==> src/rtl/smp_pkg.sv <==
`timescale 1ns / 1ps
// Shared types, codes and helpers of the servo motion profiler.
package smp_pkg;

  localparam int CHANNELS_DEF = 16;

  localparam logic [11:0] LOWER_RST     = 12'd544;
  localparam logic [11:0] UPPER_RST     = 12'd2400;
  localparam logic [11:0] MIN_ANGLE_RST = 12'd0;
  localparam logic [11:0] MAX_ANGLE_RST = 12'd1800;

  // Divider step counts: fraction of a move, and the linear angle/width map.
  localparam logic [5:0] DIV_STEPS_FRAC = 6'd16;
  localparam logic [5:0] DIV_STEPS_MAP  = 6'd25;

  typedef enum logic [2:0] {
    MODE_TICK        = 3'd0,
    MODE_WR_WIDTH    = 3'd1,
    MODE_SWEEP_WIDTH = 3'd2,
    MODE_WAIT        = 3'd3,
    MODE_WR_ANGLE    = 3'd4,
    MODE_SWEEP_ANGLE = 3'd5,
    MODE_READ        = 3'd6,
    MODE_BOUNDS      = 3'd7
  } mode_t;

  typedef enum logic [1:0] {
    REG_EASE      = 2'd0,
    REG_MIN_ANGLE = 2'd1,
    REG_MAX_ANGLE = 2'd2
  } reg_index_t;

  typedef enum logic [3:0] {
    S_IDLE,
    S_LOAD,
    S_DEC,
    S_ADIV,
    S_AMUL1,
    S_AMUL2,
    S_AFIN,
    S_MMUL1,
    S_MMUL2,
    S_MDSTART,
    S_MDIV,
    S_APPLY,
    S_WRITE,
    S_EMIT
  } state_t;

  typedef struct packed {
    logic [11:0] cur;
    logic [11:0] tgt;
    logic [11:0] st;
    logic [15:0] dur;
    logic [31:0] mst;
    logic        first;
    logic [11:0] lo;
    logic [11:0] hi;
  } entry_t;

  localparam entry_t ENTRY_RST = '{
    cur: 12'd0, tgt: 12'd0, st: 12'd0, dur: 16'd0, mst: 32'd0,
    first: 1'b1, lo: LOWER_RST, hi: UPPER_RST
  };

  typedef struct packed {
    logic        start;
    logic [15:0] rem_init;
    logic [31:0] dividend;
    logic [15:0] divisor;
    logic [5:0]  steps;
  } div_req_t;

  typedef struct packed {
    logic        done;
    logic [31:0] quot;
  } div_rsp_t;

  function automatic logic [11:0] sat_q(input logic [31:0] v);
    sat_q = (|v[31:12]) ? 12'hFFF : v[11:0];
  endfunction

endpackage

==> src/rtl/smp_div.sv <==
`timescale 1ns / 1ps
// Bit-serial restoring divider, one quotient bit per cycle.
module smp_div (
  input  logic               clk,
  input  logic               rst,
  input  smp_pkg::div_req_t  req,
  output smp_pkg::div_rsp_t  rsp
);
  import smp_pkg::*;

  logic [15:0] rem;
  logic [15:0] dvs;
  logic [31:0] dvd;
  logic [31:0] quo;
  logic [5:0]  cnt;
  logic        run;
  logic        done;
  logic [16:0] trial;
  logic        fits;

  assign trial = {rem, dvd[31]};
  assign fits  = trial >= {1'b0, dvs};

  always_ff @(posedge clk) begin
    if (rst) begin
      run  <= 1'b0;
      done <= 1'b0;
      cnt  <= '0;
    end else begin
      done <= 1'b0;
      if (req.start) begin
        run <= 1'b1;
        cnt <= req.steps;
      end else if (run) begin
        cnt <= cnt - 6'd1;
        if (cnt == 6'd1) begin
          run  <= 1'b0;
          done <= 1'b1;
        end
      end
    end
  end

  always_ff @(posedge clk) begin
    if (req.start) begin
      rem <= req.rem_init;
      dvd <= req.dividend;
      dvs <= req.divisor;
      quo <= '0;
    end else if (run) begin
      rem <= fits ? 16'(trial - {1'b0, dvs}) : trial[15:0];
      dvd <= {dvd[30:0], 1'b0};
      quo <= {quo[30:0], fits};
    end
  end

  assign rsp.done = done;
  assign rsp.quot = quo;

  a_done_after_run: assert property (@(posedge clk) disable iff (rst) done |-> $past(run))
    else $error("divider done without a run");
  a_rem_below: assert property (@(posedge clk) disable iff (rst) run |-> rem < dvs)
    else $error("partial remainder reached the divisor");
  a_no_restart: assert property (@(posedge clk) disable iff (rst) req.start |-> !run)
    else $error("divider restarted while running");

endmodule

==> config.mk <==
export PLATFORM = sky130hd
export DESIGN_NAME = smp_div
export DESIGN_NICKNAME = d
export VERILOG_FILES = /design/src/rtl/smp_pkg.sv /design/src/rtl/smp_div.sv
export SDC_FILE = /design/constraint.sdc
export NUM_CORES = 1
export LEC_CHECK = 0
export ABC_AREA = 1
export BUFFER_PORTS_ARGS = -buffer_cell sky130_fd_sc_hd__buf_2
export CORE_MARGIN = 1
export CORE_UTILIZATION = 40
export CTS_CLUSTER_SIZE = 8
export DETAILED_ROUTE_END_ITERATION = 6
export GPL_TIMING_DRIVEN = 0
export PLACE_DENSITY = 0.65
export SYNTH_ARGS = -nofsm -noshare
export SYNTH_HDL_FRONTEND = slang
export SYNTH_SLANG_ARGS = --single-unit
==> constraint.sdc <==
create_clock -name clk -period 5.5 [get_ports clk]
set_clock_uncertainty 0.05 [all_clocks]
set_input_delay 1.1 -clock clk [delete_from_list [all_inputs] [get_ports clk]]
set_output_delay 1.1 -clock clk [all_outputs]
set_load 0.01 [all_outputs]
==> flow_summary.json, run 1 <==
{
  "clock_latency_ns": 0.35,
  "synthFlopType": "edfxtp_1",
  "reg2reg_depth": 13,
  "synthCells": 639,
  "hold_viol": 0,
  "cts_resized": 0,
  "syn_area_um2": 5320,
  "min_from": "quo[31]$_SDFFE_PP0P_",
  "pwr-share-clk": 0.285,
  "antenna_found_initial": 0,
  "nFillCells": 1256,
  "place_congestion": 0.866,
  "regArea_um2": 2720,
  "seq_power_share": 0.442,
  "htreeDepth": 3,
  "p_leak_nw": 3.09,
  "power_switching_mw": 0.683,
  "die_height_um": 117,
  "first_global_vias": 4397,
  "worst_pin_slew_ns": 1.28,
  "cts.sinks": 104,
  "maxCapViolations": 0,
  "final_common_cell": "nand2_1",
  "finalNetCount": 847,
  "num_rows": 41,
  "synth.distinct_cells": 39,
  "reg2reg_to": "rem[5]$_DFFE_PP_",
  "dp_slack_ns": 1.79,
  "die-area_um2": 13800,
  "p_int_mw": 1.45,
  "dp_hpwl_um": 9000,
  "clockBufferDepth": 2,
  "cp.required_ns": 5.41,
  "arrival_ns": 3.16,
  "detail-route-antenna-nets": 0,
  "synth_seq_cells": 104,
  "synth-async-reset-ratio": 0,
  "cp_max_fo": 57,
  "hold-path-endpoint": "quo[31]$_SDFFE_PP0P_",
  "p_per_area_nw_per_um2": 336,
  "setup_viol": 0,
  "hold_depth": 2,
  "status": "completed",
  "io_pins": 106,
  "p_sw_frac": 0.321,
  "power_frac_comb": 0.273,
  "yosys_warnings": 0,
  "drc": 0,
  "drt_iter0_markers": 205,
  "die_w_um": 117,
  "syn_nets": 731,
  "total_power_mw": 2.13,
  "layout_min_cycle_time_ns": 3.25,
  "setup_ws_ns": 2.25,
  "grt_pass1_wl_um": 20500,
  "cts_tree": "done",
  "grt_max_degree": 58,
  "synth_area_per_cell_um2": 8.32,
  "final_cell_mix": "233 x nand2_1, 110 x buf_2, 97 x inv_1, 64 x edfxtp_1, 40 x dfxtp_1",
  "final_util": 0.496,
  "drt-total-wl_um": 12300,
  "routedWlPerCell_um": 13.2,
  "critical_path_class": "primary input to flop",
  "hold_class": "flop to flop",
  "tns_ns": 0,
  "vias_per_cell": 4.70,
  "numPortBuffers": 105,
  "r2r_slack_ns": 3.27,
  "worstReg2RegStart": "rem[8]$_DFFE_PP_",
  "track_usage": 0.195,
  "root_buffer": "clkbuf_16",
  "synth-edff-count": 64,
  "slew_viol_final": 0,
  "clk_pin_slew_ns": 0.07,
  "core_um2": 12800,
  "relSlewSlack": 0.150,
  "syn2layout_area_growth_pct": 19.1,
  "firstDrtPassIters": 5,
  "insertedDiodeCount": 0,
  "cp-end-kind": "flop",
  "via_count": 4378,
  "start_util": 0.416,
  "period_share": 0.591,
  "post-cts-setup-buffers": 0,
  "numCtsBuffers": 9,
  "drive_gt1_frac": 0.199,
  "ys_seq_area_frac": 0.512,
  "clock.fmax_mhz": 308,
  "rsz0062_at_grt": "no",
  "vdd_drop_max_v": 0.000192,
  "multi_input_area_um2": 2080,
  "worst_setup_path_start_kind": "primary input",
  "holdBufCountCts": 0,
  "grt-ovfl-total": 0
}
[per-layer routing]
layer	wire length, µm	global-route usage	up-vias
li1	-	-	2277
met1	5630	0.242	2000
met2	5960	0.340	90
met3	608	0.0510	11
met4	112	0.0447	0
met5	0	0	-
[through the flow]
step	instances	cell area [µm²]	hold WS (ns)
floorplan	639	5320	0.398
global placement	916	6060	0.389
detailed placement	916	6060	0.401
CTS	932	6330	0.418
global route	932	6330	0.455
finish	932	6330	0.409
[synth_stat cells, types with 5 or more instances]
cell	count	area (µm²)
inv_2	7	26.3
o21ai_0	7	35.0
xnor2_1	5	43.8
buf_2	5	25.0
nand3_1	36	180
buf_1	5	18.8
inv_1	96	360
clkbuf_1	7	26.3
ha_1	18	225
nand4_1	6	37.5
nor2_1	18	67.6
nand3b_1	16	120
edfxtp_1	64	1920
o22ai_1	30	188
dfxtp_1	40	801
nand2_1	233	875
a21oi_1	7	35.0
[power by group through the flow]
stage / clock network, mW / registers, mW / logic, mW
floorplan: 0 / 0.949 / 0.440
global placement: 0 / 0.955 / 0.570
detailed placement: 0 / 0.958 / 0.581
CTS: 0.625 / 0.941 / 0.584
global route: 0.650 / 0.949 / 0.670
finish: 0.607 / 0.942 / 0.580
[registers in the layout, summed over array words and instances (netlist names)]
register,flops
cnt,6
done,1
dvd,32
dvs,16
quo,32
rem,16
run,1
[kinds of logic (layout without fill, tap and decap cells)]
family,count (synthesis),in the layout,synth area share
and+or+nand+nor,330,330,0.274
buffers and inverters,126,247,0.0958
DFF,104,104,0.512
AOI/OAI and AO/OA,51,51,0.0574
adders and majority gates,19,19,0.0461
xor gates and xnor gates,9,9,0.0148
[worst max-delay path, stage by stage]
cell      delay [ns]
buf_2           0.38
buf_2           0.33
nor2_1          0.16
clkinv_1        0.15
buf_2           0.98
[final cells by class]
| class | instances | area share |
|---|---|---|
| buffer | 21 | 0.0182 |
| clock buffer | 10 | 0.0362 |
| clock inverter | 6 | 0.00711 |
| inverter | 105 | 0.0623 |
| multi-input combinational | 409 | 0.329 |
| sequential | 104 | 0.430 |
| tap | 172 | 0.0340 |
| timing repair buffer | 105 | 0.0830 |
[how the worst max path moves through the flow]
stage	startpoint	endpoint	slack, ns	cells past startpoint
final	req[70]	rem[9]$_DFFE_PP_	2.25	5
after global routing	req[70]	rem[8]$_DFFE_PP_	2.00	5
after CTS	req[70]	rem[11]$_DFFE_PP_	2.18	5
after detailed placement	req[70]	dvd[22]$_DFFE_PP_	1.79	5
after global placement	req[70]	dvd[23]$_DFFE_PP_	1.87	5
after floorplan	req[70]	dvd[0]$_SDFFCE_PN0P_	2.90	4
(Power assumes the default switching activity.)
==> run 2, diff against run 1 <==
--- a/config.mk
+++ b/config.mk
@@ -5,7 +5,7 @@
 export SDC_FILE = /design/constraint.sdc
 export NUM_CORES = 1
 export LEC_CHECK = 0
-export ABC_AREA = 1
+export ABC_AREA = 0
 export BUFFER_PORTS_ARGS = -buffer_cell sky130_fd_sc_hd__buf_2
 export CORE_MARGIN = 1
 export CORE_UTILIZATION = 40
==> constraint.sdc (replaced) <==
create_clock -name clk -period 3.13 [get_ports clk]
set_clock_uncertainty 0.05 [all_clocks]
set_input_delay 0.626 -clock clk [delete_from_list [all_inputs] [get_ports clk]]
set_output_delay 0.626 -clock clk [all_outputs]
set_load 0.01 [all_outputs]
==> flow_summary.json, run 2 <==
{
  "status": "completed",
  "via_count": 3861,
  "detail-route-antenna-nets": 0,
  "synth.distinct_cells": 63,
  "cp.required_ns": 3.18,
  "p_per_area_nw_per_um2": 629,
  "worst_pin_slew_ns": 0.697,
  "hold_viol": 0,
  "die_w_um": 116,
  "final_util": 0.492,
  "p_leak_nw": 2.60,
  "synth-edff-count": 64,
  "vias_per_cell": 5.17,
  "period_share": 0.900,
  "die-area_um2": 13500,
  "core_um2": 12700,
  "firstDrtPassIters": 4,
  "top_regs": "dvd x32, quo x32",
  "grt_pass1_wl_um": 19000,
  "cts_resized": 1,
  "io_pins": 106,
  "final_area_um2": 6230,
  "synth_top_area_cell": "edfxtp_1",
  "clockBufferDepth": 2,
  "clk_pin_slew_ns": 0.08,
  "yosysTopAreaCellShare": 0.369,
  "clock_latency_ns": 0.35,
  "critical_path_class": "flop to flop",
  "synth_seq_cells": 104,
  "grt-ovfl-total": 0,
  "synthCells": 454,
  "vdd_drop_max_v": 0.000348,
  "tns_ns": 0,
  "ys_top_cells_by_area": "edfxtp_1 37%, dfxtp_1 15%, mux2_2 6.7%, mux2i_1 6.0%, ha_1 4.3%",
  "placed_cells": 730,
  "setup_viol": 0,
  "post-cts-setup-buffers": 0,
  "place_congestion": 0.895,
  "clock.fmax_mhz": 355,
  "first_global_vias": 3813,
  "drt_iter0_markers": 211,
  "cp_max_fo": 5,
  "hold_slack_ns": 0.391,
  "holdBufCountCts": 0,
  "hold_class": "primary input to flop",
  "numCtsBuffers": 9,
  "final_common_cell": "buf_2",
  "p_sw_frac": 0.322,
  "instances_no_fill": 747,
  "arrival_ns": 2.87,
  "pwr-share-clk": 0.289,
  "routedWlPerCell_um": 15.9,
  "relSlewSlack": 0.536,
  "synthFlopType": "edfxtp_1",
  "maxCapViolations": 0,
  "ys_seq_area_frac": 0.523,
  "seq_power_share": 0.432,
  "r2r_slack_ns": 0.31,
  "grt_max_degree": 49,
  "power_switching_mw": 1.26,
  "drive_gt1_frac": 0.294,
  "cts_tree": "done",
  "syn_area_um2": 5200,
  "worst_setup_path_start_kind": "flop",
  "p_int_mw": 2.66,
  "die_height_um": 116,
  "layout_min_cycle_time_ns": 2.82,
  "synth-async-reset-ratio": 0,
  "antenna_found_initial": 1,
  "slew_viol_final": 0,
  "cts.sinks": 104,
  "synth_commonest_cells": "64 x edfxtp_1, 51 x nor2_1, 40 x dfxtp_1",
  "final_cell_mix": "107 x buf_2, 64 x edfxtp_1, 51 x nor2_1, 40 x dfxtp_1",
  "drc": 0,
  "numPortBuffers": 104,
  "num_rows": 41,
  "syn_nets": 546,
  "track_usage": 0.187,
  "start_util": 0.410,
  "synth_most_common_cell": "edfxtp_1",
  "synth_area_per_cell_um2": 11.5,
  "rsz0062_at_grt": "no",
  "power_frac_comb": 0.280,
  "dpl_cell_area_um2": 5940,
  "syn2layout_area_growth_pct": 19.9,
  "dp_hpwl_um": 8510,
  "finalNetCount": 661,
  "yosys_warnings": 0,
  "htreeDepth": 3,
  "cp-end-kind": "flop",
  "drt-total-wl_um": 11900,
  "root_buffer": "clkbuf_16"
}
[run 2: worst max-delay path, stage by stage, from the launching register on]
cell and delay [ns]:
edfxtp_1 0.36, inv_1 0.08, ha_1 0.17, inv_1 0.05, fa_1 0.41, a21o_1 0.22, a221oi_2 0.45, o21ai_0 0.19
xnor2_1 0.17, a211oi_1 0.07, a311o_1 0.34
[run 2: cells by family after synthesis]
logic type      share of synthesized area
simple gates                        0.117
flops                               0.523
compound gates                      0.122
mux                                 0.127
buf+inv                            0.0382
fa+ha+maj                          0.0472
xor+xnor                           0.0253
[run 2: final cells by class]
class	count	area (µm²)
timing repair buffer	104	520
fill	1206	6440
clock inverter	7	67.6
tap	172	215
inverter	23	86.3
antenna	1	2.50
buffer	26	113
sequential	104	2720
multi-input combinational	301	2280
clock buffer	9	225
[run 2: worst paths after layout]
check,from,end,cells after the start
max,dvd[31]$_DFFE_PP_,rem[8]$_DFFE_PP_,10
min,req[8],dvs[2]$_DFFE_PP_,1
max reg2reg,dvd[31]$_DFFE_PP_,rem[8]$_DFFE_PP_,10
min reg2reg,quo[17]$_SDFFE_PP0P_,quo[18]$_SDFFE_PP0P_,2
[run 2: power by group through the flow]
stage	clock (mW)	combinational (mW)	sequential, mW
finish	1.13	1.10	1.69
global route	1.22	1.22	1.71
CTS	1.16	1.10	1.69
detailed placement	0	1.09	1.72
global placement	0	1.06	1.72
floorplan	0	0.836	1.70
[run 2: stage by stage]
stage               power, mW  worst slack (ns)
floorplan                2.54             0.637
global placement         2.78            -0.317
detailed placement       2.81            -0.410
CTS                      3.95             0.346
global route             4.14             0.159
finish                   3.92             0.314
[run 2: per-layer routing]
layer | GRT usage | up-vias | routed length (µm)
met5 | 0 | - | 0
met2 | 0.308 | 113 | 5780
li1 | - | 1900 | -
met1 | 0.232 | 1835 | 5060
met3 | 0.0669 | 13 | 892
met4 | 0.0487 | 0 | 171
==> run 3, diff against run 2 <==
--- a/config.mk
+++ b/config.mk
@@ -8,11 +8,11 @@
 export ABC_AREA = 0
 export BUFFER_PORTS_ARGS = -buffer_cell sky130_fd_sc_hd__buf_2
 export CORE_MARGIN = 1
-export CORE_UTILIZATION = 40
+export CORE_UTILIZATION = 50
 export CTS_CLUSTER_SIZE = 8
 export DETAILED_ROUTE_END_ITERATION = 6
 export GPL_TIMING_DRIVEN = 0
-export PLACE_DENSITY = 0.65
+export PLACE_DENSITY = 0.78
 export SYNTH_ARGS = -nofsm -noshare
 export SYNTH_HDL_FRONTEND = slang
 export SYNTH_SLANG_ARGS = --single-unit
==> flow_summary.json, run 3 (synthesized netlist as in run 2, its figures left out) <==
{
  "cp_slowest_cell": "a221oi_2",
  "setup_viol": 0,
  "via_count": 3875,
  "p_leak_nw": 2.56,
  "cp_max_fo": 5,
  "drt-total-wl_um": 11400,
  "layout_min_cycle_time_ns": 2.87,
  "path_common_cell": "inv_1",
  "numCtsBuffers": 9,
  "vdd_drop_max_v": 0.000501,
  "syn2layout_area_growth_pct": 17.3,
  "clock_latency_ns": 0.39,
  "crit_chain": "inv_1 -> ha_1 -> inv_1 -> fa_1 -> a21o_1 -> a221oi_2 -> o21ai_0 -> xnor2_1 -> a211oi_1 -> a311o_1",
  "drt_iter0_markers": 204,
  "drc": 0,
  "hold-path-endpoint": "dvs[2]$_DFFE_PP_",
  "top_regs": "dvd x32, quo x32",
  "hold_class": "primary input to flop",
  "r2r_slack_ns": 0.26,
  "maxCapViolations": 0,
  "final_cell_mix": "107 x buf_2, 64 x edfxtp_1, 51 x nor2_1, 40 x dfxtp_1",
  "die-area_um2": 10800,
  "tns_ns": 0,
  "cp.required_ns": 3.21,
  "first_global_vias": 3930,
  "num_rows": 36,
  "reg2reg_to": "rem[8]$_DFFE_PP_",
  "start_util": 0.525,
  "grt-ovfl-total": 0,
  "critPathMaxStageDelay_ns": 0.45,
  "reg2reg_depth": 10,
  "worst_pin_slew_ns": 0.672,
  "detail-route-antenna-nets": 0,
  "firstDrtPassIters": 5,
  "worst_setup_path_start_kind": "flop",
  "die_height_um": 104,
  "min_from": "req[8]",
  "numPortBuffers": 104,
  "arrival_ns": 2.96,
  "die_w_um": 104,
  "cts_tree": "done",
  "cts.sinks": 104,
  "rsz0062_at_grt": "no",
  "clk_pin_slew_ns": 0.11,
  "antenna_found_initial": 2,
  "slew_viol_final": 0,
  "routedWlPerCell_um": 16.1,
  "clock.fmax_mhz": 348,
  "hold_slack_ns": 0.353,
  "core_um2": 9910,
  "hold_viol": 0,
  "critical_path_class": "flop to flop",
  "track_usage": 0.222,
  "hold_depth": 1,
  "vias_per_cell": 5.48,
  "drive_gt1_frac": 0.294,
  "htreeDepth": 3,
  "root_buffer": "clkbuf_8",
  "status": "completed",
  "grt_pass1_wl_um": 18900,
  "period_share": 0.918,
  "dp_hpwl_um": 8320,
  "relSlewSlack": 0.552,
  "final_common_cell": "buf_2",
  "io_pins": 106,
  "place_congestion": 0.906,
  "grt_max_degree": 49,
  "worstReg2RegStart": "dvd[31]$_DFFE_PP_",
  "clockBufferDepth": 2,
  "cp-end-kind": "flop",
  "insertedDiodeCount": 0,
  "total_power_mw": 3.68,
  "finalNetCount": 661,
  "p_per_area_nw_per_um2": 603
}
==> run 3: changes by cell type in the layout (fill, tap and decap cells not counted), sizes merged <==
cell | before | now
inv | 28 | 27
diode | 1 | 0
clkbuf | 22 | 23
==> run 3: power breakdown <==
| group | leakage, nW | switching [mW] | internal, mW |
|---|---|---|---|
| logic | 1.49 | 0.643 | 0.468 |
| clock network | 0.108 | 0.516 | 0.364 |
| registers | 0.966 | 0.0668 | 1.62 |
| total | 2.56 | 1.23 | 2.46 |
==> run 3: worst max-delay path by stage <==
stage | from | to | slack (ns)
3_5_place_dp | req[70] | dvd[8]$_DFFE_PP_ | -0.33
4_1_cts | req[70] | dvd[7]$_DFFE_PP_ | 0.1
5_1_grt | dvd[31]$_DFFE_PP_ | rem[8]$_DFFE_PP_ | 0.12
2_1_floorplan | dvd[31]$_DFFE_PP_ | rem[8]$_DFFE_PP_ | 0.64
3_3_place_gp | req[70] | dvd[7]$_DFFE_PP_ | -0.22
6_report | dvd[31]$_DFFE_PP_ | rem[8]$_DFFE_PP_ | 0.26
==> run 3: cell type report <==
| cell class | count | area [µm²] |
|---|---|---|
| clock buffers | 10 | 149 |
| well taps | 133 | 166 |
| inverters | 23 | 86.3 |
| multi-input cells | 301 | 2280 |
| fillers | 846 | 3810 |
| clock inverters | 6 | 62.6 |
| flip-flops and latches | 104 | 2720 |
| repair buffers | 104 | 520 |
| plain buffers | 26 | 113 |
==> run 3: critical path, delay by kind of cell, from the launching register on <==
| family | cells | cell delay (ns) |
|---|---|---|
| XOR/XNOR | 1 | 0.18 |
| buffers and inverters | 2 | 0.13 |
| AO/OA/AOI/OAI | 5 | 1.31 |
| flip-flops | 1 | 0.38 |
| adder cells (fa/ha/maj) | 2 | 0.57 |
==> run 3: what timing repair did <==
action / in CTS / in global routing
buffers inserted: 0 / 0
hold buffers: 0 / 0
endpoints found under the setup margin: 0 / 48
endpoints found under the hold margin: 0 / 0
resized for setup: 0 / 1
==> run 3: through the flow <==
stage / instance area (µm²) / util / instances / worst slack [ns]
CTS: 6100 / 0.616 / 707 / 0.0990
floorplan: 5200 / - / 454 / 0.637
global placement: 5890 / 0.594 / 691 / -0.224
detailed placement: 5890 / 0.594 / 691 / -0.329
finish: 6100 / 0.616 / 707 / 0.255
global route: 6100 / 0.616 / 707 / 0.117
==> run 3: metal layers <==
layer	track usage	routed length, µm
met4	0.0582	99
met5	0	0
met3	0.0796	835
met1	0.270	4890
met2	0.372	5580
